<file path="config.mk">
export PLATFORM = sky130hd
export DESIGN_NAME = trimmed_mean_latency_window_top
export DESIGN_NICKNAME = d
export VERILOG_FILES = /design/src/rtl/tmlw_pkg.sv /design/src/rtl/tmlw_ctrl.sv /design/src/rtl/tmlw_dp.sv /design/src/rtl/trimmed_mean_latency_window_top.sv
export SDC_FILE = /design/constraint.sdc
export NUM_CORES = 1
export LEC_CHECK = 0
export BUFFER_PORTS_ARGS = -buffer_cell sky130_fd_sc_hd__buf_2
export CORE_UTILIZATION = 60
export DETAILED_ROUTE_END_ITERATION = 16
export GPL_TIMING_DRIVEN = 1
export PLACE_DENSITY_LB_ADDON = 0.05
export SETUP_SLACK_MARGIN = 0.02
export SYNTH_ARGS = -nofsm -noshare
export SYNTH_HDL_FRONTEND = slang
export SYNTH_SLANG_ARGS = --single-unit
export TNS_END_PERCENT = 1
</file>
<file path="constraint.sdc">
create_clock -name clock -period 10.7 [get_ports clock]
set_clock_uncertainty 0.15 [all_clocks]
set_input_delay 0.535 -clock clock [delete_from_list [all_inputs] [get_ports clock]]
set_output_delay 0.535 -clock clock [all_outputs]
set_load 0.01 [all_outputs]
</file>
<file path="src/rtl/tmlw_pkg.sv">
// shared types and constants for the trimmed-mean latency window
package tmlw_pkg;

   localparam int DATA_W    = 16;

   localparam int CSR_ADDR_W = 2;
   localparam int CSR_DATA_W = 32;
   localparam logic [CSR_ADDR_W-1:0] CSR_MIN_LATENCY_ADDR = 2'd0;
   localparam logic [DATA_W-1:0]     MIN_LATENCY_RESET    = 16'd100;

   typedef enum logic [5:0] {
      ST_IDLE  = 6'b000001,
      ST_SCAN  = 6'b000010,
      ST_DRAIN = 6'b000100,
      ST_TRIM  = 6'b001000,
      ST_DIV   = 6'b010000,
      ST_DONE  = 6'b100000
   } state_type;

   typedef struct packed {
      logic load;
      logic scan;
      logic trim_load;
      logic div_load;
      logic result_load;
   } cmd_type;

   typedef struct packed {
      logic scan_last;
   } status_type;

endpackage

</file>
<file path="src/rtl/tmlw_ctrl.sv">
// sequencer for window scan, trim, division and result hand-off
module tmlw_ctrl (
   input  logic                 clock,
   input  logic                 reset,
   input  logic                 req_tvalid,
   output logic                 req_tready,
   output logic                 rsp_tvalid,
   input  logic                 rsp_tready,
   input  tmlw_pkg::status_type sts,
   output tmlw_pkg::cmd_type    cmd
);
   import tmlw_pkg::*;

   state_type state_ff, state_in;
   logic      rsp_valid_ff, rsp_valid_in;
   logic      slot_free;

   assign slot_free  = !rsp_valid_ff || rsp_tready;
   assign req_tready = (state_ff == ST_IDLE);
   assign rsp_tvalid = rsp_valid_ff;

   always_comb begin
      state_in = state_ff;
      cmd      = '0;
      case (state_ff)
         ST_IDLE: begin
            if (req_tvalid) begin
               cmd.load = 1'b1;
               state_in = ST_SCAN;
            end
         end
         ST_SCAN: begin
            cmd.scan = 1'b1;
            if (sts.scan_last) begin
               state_in = ST_DRAIN;
            end
         end
         // last read data lands in the accumulators here
         ST_DRAIN: begin
            state_in = ST_TRIM;
         end
         ST_TRIM: begin
            cmd.trim_load = 1'b1;
            state_in      = ST_DIV;
         end
         ST_DIV: begin
            cmd.div_load = 1'b1;
            state_in     = ST_DONE;
         end
         ST_DONE: begin
            if (slot_free) begin
               cmd.result_load = 1'b1;
               state_in        = ST_IDLE;
            end
         end
         default: begin
            state_in = ST_IDLE;
         end
      endcase
   end

   always_comb begin
      if (cmd.result_load) begin
         rsp_valid_in = 1'b1;
      end else if (rsp_tready) begin
         rsp_valid_in = 1'b0;
      end else begin
         rsp_valid_in = rsp_valid_ff;
      end
   end

   always_ff @(posedge clock) begin
      if (reset) begin
         state_ff     <= ST_IDLE;
         rsp_valid_ff <= 1'b0;
      end else begin
         state_ff     <= state_in;
         rsp_valid_ff <= rsp_valid_in;
      end
   end

endmodule

</file>
<file path="src/rtl/tmlw_dp.sv">
// window memory, min/max/sum scan, reciprocal-multiply divider and result register
module tmlw_dp #(
   parameter int WINDOW = 8
) (
   input  logic                         clock,
   input  logic                         reset,
   input  tmlw_pkg::cmd_type            cmd,
   output tmlw_pkg::status_type         sts,
   input  logic [tmlw_pkg::DATA_W-1:0]  sample,
   input  logic [tmlw_pkg::DATA_W-1:0]  min_latency,
   output logic [tmlw_pkg::DATA_W-1:0]  avg_latency
);
   import tmlw_pkg::*;

   localparam int AW      = (WINDOW > 1) ? $clog2(WINDOW) : 1;
   localparam int SUM_W   = DATA_W + $clog2(WINDOW);
   localparam int DIVISOR = WINDOW - 2;
   localparam int SHIFT   = SUM_W + $clog2(DIVISOR);
   localparam int PROD_W  = 2 * SUM_W + 1;
   // ceil(2^SHIFT / DIVISOR) gives the exact floor quotient for any SUM_W-bit sum
   localparam logic [SUM_W:0] RECIP =
      (SUM_W + 1)'(((64'd1 << SHIFT) + 64'(DIVISOR - 1)) / 64'(DIVISOR));

   logic [DATA_W-1:0] mem [WINDOW];
   logic [WINDOW-1:0] valid_ff;
   logic [AW-1:0]     wptr_ff;
   logic [AW-1:0]     rd_cnt_ff;
   logic              rd_vld_ff;
   logic              entry_vld_ff;
   logic [DATA_W-1:0] rd_data_ff;

   logic [SUM_W-1:0]  sum_ff;
   logic [DATA_W-1:0] lo_ff;
   logic [DATA_W-1:0] hi_ff;

   logic [SUM_W-1:0]  trim_ff;
   logic [DATA_W-1:0] quo_ff;
   logic [DATA_W-1:0] result_ff;

   logic [DATA_W-1:0] elem;
   logic [SUM_W-1:0]  total;
   logic [PROD_W-1:0] prod;

   assign sts.scan_last = (rd_cnt_ff == AW'(WINDOW - 1));
   assign avg_latency   = result_ff;

   // entries never written since reset read as zero
   assign elem  = entry_vld_ff ? rd_data_ff : '0;
   assign total = sum_ff - SUM_W'(lo_ff) - SUM_W'(hi_ff);
   assign prod  = PROD_W'(trim_ff) * PROD_W'(RECIP);

   always_ff @(posedge clock) begin
      if (cmd.load) begin
         mem[wptr_ff] <= sample;
      end
      rd_data_ff   <= mem[rd_cnt_ff];
      entry_vld_ff <= valid_ff[rd_cnt_ff];
   end

   always_ff @(posedge clock) begin
      if (reset) begin
         valid_ff  <= '0;
         wptr_ff   <= '0;
         rd_cnt_ff <= '0;
         rd_vld_ff <= 1'b0;
      end else begin
         rd_vld_ff <= cmd.scan;
         if (cmd.load) begin
            valid_ff[wptr_ff] <= 1'b1;
            wptr_ff   <= (wptr_ff == AW'(WINDOW - 1)) ? '0 : wptr_ff + 1'b1;
            rd_cnt_ff <= '0;
         end else if (cmd.scan) begin
            rd_cnt_ff <= rd_cnt_ff + 1'b1;
         end
      end
   end

   always_ff @(posedge clock) begin
      if (cmd.load) begin
         sum_ff <= '0;
         lo_ff  <= '1;
         hi_ff  <= '0;
      end else if (rd_vld_ff) begin
         sum_ff <= sum_ff + SUM_W'(elem);
         if (elem < lo_ff) begin
            lo_ff <= elem;
         end
         if (elem > hi_ff) begin
            hi_ff <= elem;
         end
      end
      if (cmd.trim_load) begin
         trim_ff <= total;
      end
      if (cmd.div_load) begin
         quo_ff <= prod[SHIFT +: DATA_W];
      end
      if (cmd.result_load) begin
         result_ff <= (quo_ff < min_latency) ? min_latency : quo_ff;
      end
   end

endmodule

</file>
<file path="src/rtl/trimmed_mean_latency_window_top.sv">
// channel   | dir | width | contents
// req_      | in  | 16    | tdata[15:0] sample
// rsp_      | out | 16    | tdata[15:0] avg_latency
// csr_      | cfg | 32    | 0x0 min_latency[15:0]
// an item is accepted only in idle; its result becomes valid after a scan of the
// window memory through its single read port, a drain state, the trim, one reciprocal
// multiply and the result load.
// req_tready is high only while no item is in work; a finished item waits in the
// output register, so the next item is taken while rsp_ is stalled.
// reset clears the window to zeros and min_latency to 100; no clearing pass.
module trimmed_mean_latency_window_top #(
   parameter int WINDOW = 8
) (
   input  logic                             clock,
   input  logic                             reset,
   input  logic                             req_tvalid,
   output logic                             req_tready,
   input  logic [15:0]                      req_tdata,   // [15:0] sample
   output logic                             rsp_tvalid,
   input  logic                             rsp_tready,
   output logic [15:0]                      rsp_tdata,   // [15:0] avg_latency
   input  logic                             csr_psel,
   input  logic                             csr_penable,
   input  logic                             csr_pwrite,
   input  logic [tmlw_pkg::CSR_ADDR_W-1:0]  csr_paddr,
   input  logic [tmlw_pkg::CSR_DATA_W-1:0]  csr_pwdata,
   output logic [tmlw_pkg::CSR_DATA_W-1:0]  csr_prdata,
   output logic                             csr_pready
);
   import tmlw_pkg::*;

   cmd_type           cmd;
   status_type        sts;
   logic [DATA_W-1:0] min_latency_ff, min_latency_in;
   logic              csr_wr;

   assign csr_pready = 1'b1;
   assign csr_wr     = csr_psel && csr_penable && csr_pwrite && csr_pready
                       && (csr_paddr == CSR_MIN_LATENCY_ADDR);
   assign min_latency_in = csr_wr ? csr_pwdata[DATA_W-1:0] : min_latency_ff;
   assign csr_prdata = (csr_paddr == CSR_MIN_LATENCY_ADDR)
                       ? CSR_DATA_W'(min_latency_ff) : '0;

   always_ff @(posedge clock) begin
      if (reset) begin
         min_latency_ff <= MIN_LATENCY_RESET;
      end else begin
         min_latency_ff <= min_latency_in;
      end
   end

   tmlw_ctrl u_ctrl (
      .clock      (clock),
      .reset      (reset),
      .req_tvalid (req_tvalid),
      .req_tready (req_tready),
      .rsp_tvalid (rsp_tvalid),
      .rsp_tready (rsp_tready),
      .sts        (sts),
      .cmd        (cmd)
   );

   tmlw_dp #(
      .WINDOW (WINDOW)
   ) u_dp (
      .clock       (clock),
      .reset       (reset),
      .cmd         (cmd),
      .sts         (sts),
      .sample      (req_tdata),
      .min_latency (min_latency_ff),
      .avg_latency (rsp_tdata)
   );

endmodule
</file>
Yosys cells after proc, flatten, opt, wreduce, memory -nomap -nowiden
Memory sizes are Yosys's and may differ from the RTL's. A register that Yosys moved wholly into a read port is not among the register bits.
Index checks and enable logic that the tools add are counted.
{ "word_totals": {"reg_bits": 141, "latchBits": 0, "mem_bits_rw": 128, "romBits": 0, "memories": 1} }
{ "memory_table": {"columns": ["name", "depth", "width", "rd", "rd_ports_with_merged_regs", "wr", "line_no", "text"], "rows": [
  ["u_dp.mem", 8, 16, 1, 1, 1, "tmlw_dp.sv:24", "logic [DATA_W-1:0] mem [WINDOW];"]
]} }
{ "op_classes": {"add_sub_neg": 5, "n_mul": 1, "n_div": 0, "n_lt_le_gt_ge": 6, "eq_ne": 11, "shifts": 0, "n_mux": 23, "bitwise": 1, "n_reduce_logical": 12} }
{ "op_table": {"columns": ["operator", "count"], "rows": [
  ["two-way mux 16 bit", 3],
  ["multiplier 19 x 20 -> 38 bit, second input constant", 1],
  ["subtractor 19 x 16 -> 19 bit", 2],
  ["case mux 6 bit (6 select lines)", 1],
  ["less-than comparator 16 bit", 2],
  ["adder 19 x 16 -> 19 bit", 1],
  ["two-way mux 6 bit", 3],
  ["> comparator 16 bit", 1],
  ["two-way mux 1 bit", 13],
  ["less-than comparator 3 x 4 -> 1 bit, second input constant", 2],
  ["OR 8 bit", 1],
  ["adder 3 x 1 -> 3 bit, second input constant", 2],
  ["equality test 3 bit, second input constant", 2],
  ["equality test 6 x 1 -> 1 bit, second input constant", 1],
  ["equality test 6 x 2 -> 1 bit, second input constant", 1],
  ["equality test 6 x 3 -> 1 bit, second input constant", 1],
  ["equality test 6 x 4 -> 1 bit, second input constant", 1],
  ["equality test 6 x 5 -> 1 bit, second input constant", 1],
  ["equality test 6 bit, second input constant", 1],
  ["logical AND 1 bit", 4],
  ["inequality test 2 bit, second input constant", 2],
  ["AND reduction 2 bit", 2],
  ["binary-select mux 1 bit (select 3 bit)", 1],
  ["demux 1 bit (select 3 bit)", 1],
  ["other kinds (9)", 9]
]} }

Logic depth before layout (Yosys ltp)
{ "depth": {"ltp_word": 5, "mapped_depth": 22} }

Modules after synthesis
From an unflattened synthesis, not the netlist that was laid out.
{ "unflattened": {"cells_unflattened": 1705, "area_unflattened_um2": 19339.8} }
{ "modules_own_cells": {"columns": ["mod", "n_inst", "cells_each", "area_per_inst_um2", "seq_area_each_um2"], "rows": [
  ["tmlw_dp", 1, 1551, 17969.7, 7036.7],
  ["trimmed_mean_latency_window_top", 1, 107, 969.7, 320.3],
  ["tmlw_ctrl", 1, 47, 400.4, 140.1]
]} }

Worst setup path before layout
Ideal clock, no wire load.
{ "synth_path": {"path_type": "register to register", "from": "register u_dp.trim_ff[6]", "to": "register u_dp.quo_ff[14] (data pin)", "arrival_time_ns": 5.824, "t_required_ns": 10.370, "path_slack_ns": 4.546, "path_stages_with_launch": 23, "n_path_buf": 0, "synth_period_minus_slack_ns": 6.154, "cell_sequence": "edfxtp_1 -> ha_1 -> inv_1 -> fa_1 -> inv_1 -> fa_1 -> inv_1 -> fa_1 -> inv_1 -> fa_1 -> inv_1 -> fa_1 -> inv_1 -> ha_1 -> o21ai_0 -> nand2b_1 -> a41oi_1 -> o21ai_1 -> o311ai_2 -> o211ai_2 -> a31oi_1 -> or4b_1 -> o311ai_1"} }
{ "synth_between": {"elab_chain_len": 1} }
{ "synth_rtl": {"columns": ["element", "line_no", "text"], "rows": [
  ["from (decl)", "tmlw_dp.sv:36", "logic [SUM_W-1:0] trim_ff;"],
  ["from (signal assigned)", "tmlw_dp.sv:93", "trim_ff <= total;"],
  ["multiplier 19 x 20 -> 38 bit", "tmlw_dp.sv:50", "assign prod = PROD_W'(trim_ff) * PROD_W'(RECIP);"],
  ["net u_dp.prod[36]", "tmlw_dp.sv:42", "logic [PROD_W-1:0] prod;"],
  ["to (signal assigned)", "tmlw_dp.sv:96", "quo_ff <= prod[SHIFT +: DATA_W];"],
  ["to (decl)", "tmlw_dp.sv:37", "logic [DATA_W-1:0] quo_ff;"]
]} }
The timed path passes the listed nets, and every way through them passes these cells.
A chain may end at the register's enable or synchronous reset.

Worst setup path in the final report
{ "layout_path": {"from": "register u_dp.trim_ff[3]", "to": "register u_dp.quo_ff[14] (data pin)"} }
The elaborated chain is that of the path after synthesis.

==> results.md <==
* Worst EP arrival at just over 7 ns
* First-pass GRT wire length at 59.82 mm
* Worst Setup Start Kind: flip-flop
* CTS tree: done
* Grt total ovfl at 0
* Crit path kind: reg -> reg
* R2r startpoint: u_dp.trim_ff[3]
* Most area-hungry cell type in the Yosys netlist: edfxtp_1
* R2R depth at 20
* Vias post-DR at 11,760
* Peak VDD IR at 0.2024 mV
* Adder-Cell Fraction of Synth Area at between 20% and 30%
* R2r setup slk at 3.77 ns
* Filler cell count at 2,349
* # rows at 64
* Hold Vio Cnt, Final at 0
* Number of global-route vias before repair at about 12,000
* Starting Density at about three fifths
* Yosys cell types at 68
* Vias per inst at 5.537
* Reg2reg end: u_dp.quo_ff[14]
* Worst hold start: csr_pwdata[2]
* Most frequent cells in the layout: 263 x inv_1, 213 x ha_1, 179 x edfxtp_1
* Num ports at 108
* Synth Instances at 1,621
* Synthesized cell area at 18,670 µm²
* Routed length per instance at 17.58 µm
* Final net count at ~2,100
* Relative slew slack at 21.14%
* Max clock buf depth at 3
* LEAKAGE at approximately 9.0 nW
* Xor and xnor fraction of the mapped netlist area at 2.252%
* Slowest-stage cell, CP: fa_1
* Mux contribution to synthesized area at 7.044%
* Synthesized area per cell at 11.52 µm²
* Simple-gate share of the synthesized area at approximately 7.9%
* GP Congestion at 0.8538
* Pin count of the biggest net entering global routing at 39
* Compound-gate portion of the synthesized area at just under 9%
* Synth top area share at 28.79%
* Worst-Skew Late Latency at ~0.57 ns
* Hold Path Class: in -> reg
* RSZ-0062 raised after global routing: false
* Synth top area cells: edfxtp_1 29%, ha_1 14%, fa_1 13%
* Setup tns final at 0 ns
* All-Layer GR Usage at between 20% and 30%
* Register area share after synthesis at about two fifths
* Hold depth at 2
* Post-CTS setup buffers at 0
* Share of layout cells above drive strength 1 at 12.69%
* Die Area at 31,820 µm²
* Buffers on Ports at 74
* Commonest non-fill, non-tap cell in the layout: inv_1
* Final worst-path cycle share at 64.73%
* CTS Buf Count at 30
* Main flop type after synthesis: edfxtp_1
* Clk pin slew, worst setup/hold paths at 0.06 ns
* Ys Warns at 0
* Initial antenna violation count at 2
* Max-slew violations at 0
* Antenna-violating nets left at 0
* Fmax at around 140 MHz
* Initial DRC Count at 630
* Largest family of logic cells by synthesized area: adder cells
* Die W at between 150 and 200 µm
* Power density over cell area at 190.8 nW/µm²
* DRC viols at 0
* Number of synthesized flops with an enable pin at 179
* Htree depth at 1
* Root buf cell: clkbuf_16
* Fin crit period at 6.927 ns
* Worst Path Required at 10.94 ns
* Clock Sinks at about 290
* Max incr delay on CP at 0.63 ns
* Max Cap Violations at 0
* Die Span Y at 178.4 µm
* Crit end category: flip-flop
* Hold slack final at 0.03640 ns
* Fin util at 67.04%
* Finish-stage setup viols at 0
* Yosys reg bits at around 290
* Hpwl dp at 27.45 mm
* DR pass1 iterations at 5
* Async SR Flop Fraction at 0%
* Largest fanout on the critical path at 4
* Final wirelength at 37.33 mm
* Pre-CTS WS at roughly 3.8 ns
* Worst-margin pin slew at about 1.2 ns
* Final worst slack at 3.773 ns
* CP Cell Sequence: ha_1, ha_1, inv_1, fa_1, inv_1, fa_1, inv_1, fa_1, fa_1, inv_1, ha_1, a211oi_1, nand2_1, a2111oi_0, o21ai_1, o311ai_2, o211ai_2, a31oi_1, or4b_1, o311ai_1
* P&R area growth vs syn at 9.859%
* Outcome: complete, no violations
* Core footprint at about 30,000 µm²
* Worst hold endpoint: min_latency_ff[2]
==> worst max-delay path: cells and delay by family (launching register included) <==
kind | cells | cell delay (ns)
fa+ha+maj | 7 | 3.01
compound gates | 7 | 2.15
simple gates | 2 | 0.59
flops | 1 | 0.50
buf+inv | 4 | 0.38
==> timing repair <==
item | in CTS | in global routing
hold buffers | 2 | 0
resized for setup | 0 | 0
endpoints found under the hold margin | 2 | 0
==> state kept, by name, indices dropped and copies added, names as in the netlist <==
name and flops:
u_dp.avg_latency 16, u_dp.rd_vld_ff 1, u_dp.trim_ff 19, u_dp.entry_vld_ff 1, u_dp.mem 128, u_dp.rd_cnt_ff 3
u_ctrl.state_ff 6, u_dp.valid_ff 8, u_dp.wptr_ff 3, u_dp.quo_ff 16, u_dp.sum_ff 19, u_ctrl.rsp_tvalid 1
min_latency_ff 16, u_dp.lo_ff 16, u_dp.rd_data_ff 16, u_dp.hi_ff 16
==> Yosys cell counts, types with 5 or more instances <==
| cell | number |
|---|---|
| clkbuf_1 | 26 |
| nor2_1 | 75 |
| nand3_1 | 24 |
| ha_1 | 213 |
| nor3_1 | 34 |
| nor4_1 | 5 |
| mux2_2 | 23 |
| and2_1 | 17 |
| inv_1 | 263 |
| dfxtp_1 | 106 |
| o21a_1 | 9 |
| mux4_2 | 34 |
| a21oi_1 | 77 |
| a211oi_1 | 8 |
| mux2_4 | 10 |
| a31oi_1 | 5 |
| o211ai_1 | 20 |
| a21o_1 | 40 |
| o21ai_0 | 49 |
| mux2i_1 | 14 |
| and3_1 | 7 |
| nand2_1 | 82 |
| buf_1 | 13 |
| nor2b_1 | 11 |
| nand2b_1 | 11 |
| fa_1 | 119 |
| edfxtp_1 | 179 |
| xnor2_1 | 31 |
| buf_4 | 17 |
| xor2_1 | 17 |
| nand4_1 | 16 |
==> area by class of cell <==
type / instances / area [µm²] / share of cell area [%]
diodes: 2 / 5.005 / 0.02440
clock buffers: 40 / 808.3 / 3.941
clock inverters: 16 / 229.0 / 1.116
inverters: 263 / 987.2 / 4.814
multi-input cells: 1031 / 9982 / 48.67
flip-flops and latches: 285 / 7498 / 36.56
well taps: 396 / 495.5 / 2.416
repair buffers: 91 / 503.0 / 2.453
==> how the worst max path moves through the flow <==
stage               startpoint         endpoint  slack, ns  cells past startpoint
6_report       u_dp.trim_ff[3]  u_dp.quo_ff[14]       3.77                     20
5_1_grt        u_dp.trim_ff[6]  u_dp.quo_ff[14]       3.38                     22
4_1_cts        u_dp.trim_ff[3]  u_dp.quo_ff[14]       3.77                     20
3_5_place_dp   u_dp.trim_ff[6]  u_dp.quo_ff[14]       3.76                     22
3_3_place_gp   u_dp.trim_ff[6]  u_dp.quo_ff[14]       3.83                     22
2_1_floorplan  u_dp.trim_ff[6]  u_dp.quo_ff[14]       4.55                     22
==> power by group <==
part / internal [W] / switching, W
registers: 0.00134 / 0.0000496
clock network: 0.000652 / 0.000427
logic: 0.000592 / 0.000850
==> logic make-up after synthesis <==
logic type	after synthesis
AND/OR/NAND/NOR	305
other	2
adder cells (fa/ha/maj)	332
flip-flops	285
multiplexers	81
XOR/XNOR	48
AO/OA/AOI/OAI	248
buffers and inverters	320
==> through the flow <==
| step | instance area (µm²) | cells | total power, W |
|---|---|---|---|
| finish | 20510 | 2124 | 0.003914 |
| global route | 20500 | 2122 | 0.004142 |
| CTS | 20500 | 2122 | 0.003931 |
| detailed placement | 19450 | 2064 | 0.002844 |
| global placement | 19450 | 2064 | 0.002819 |
| floorplan | 18720 | 1636 | 0.002477 |
==> layer usage <==
metal / GRT usage, % / vias to the layer above / share of wire, %
met4: 5.473 / 0 / 1.8
met2: 42.52 / 170 / 50
met3: 2.579 / 48 / 3.2
met5: 0 / - / 0
li1: - / 5773 / -
met1: 32.32 / 5770 / 45
Note: power is estimated with default switching activity, not from simulation.
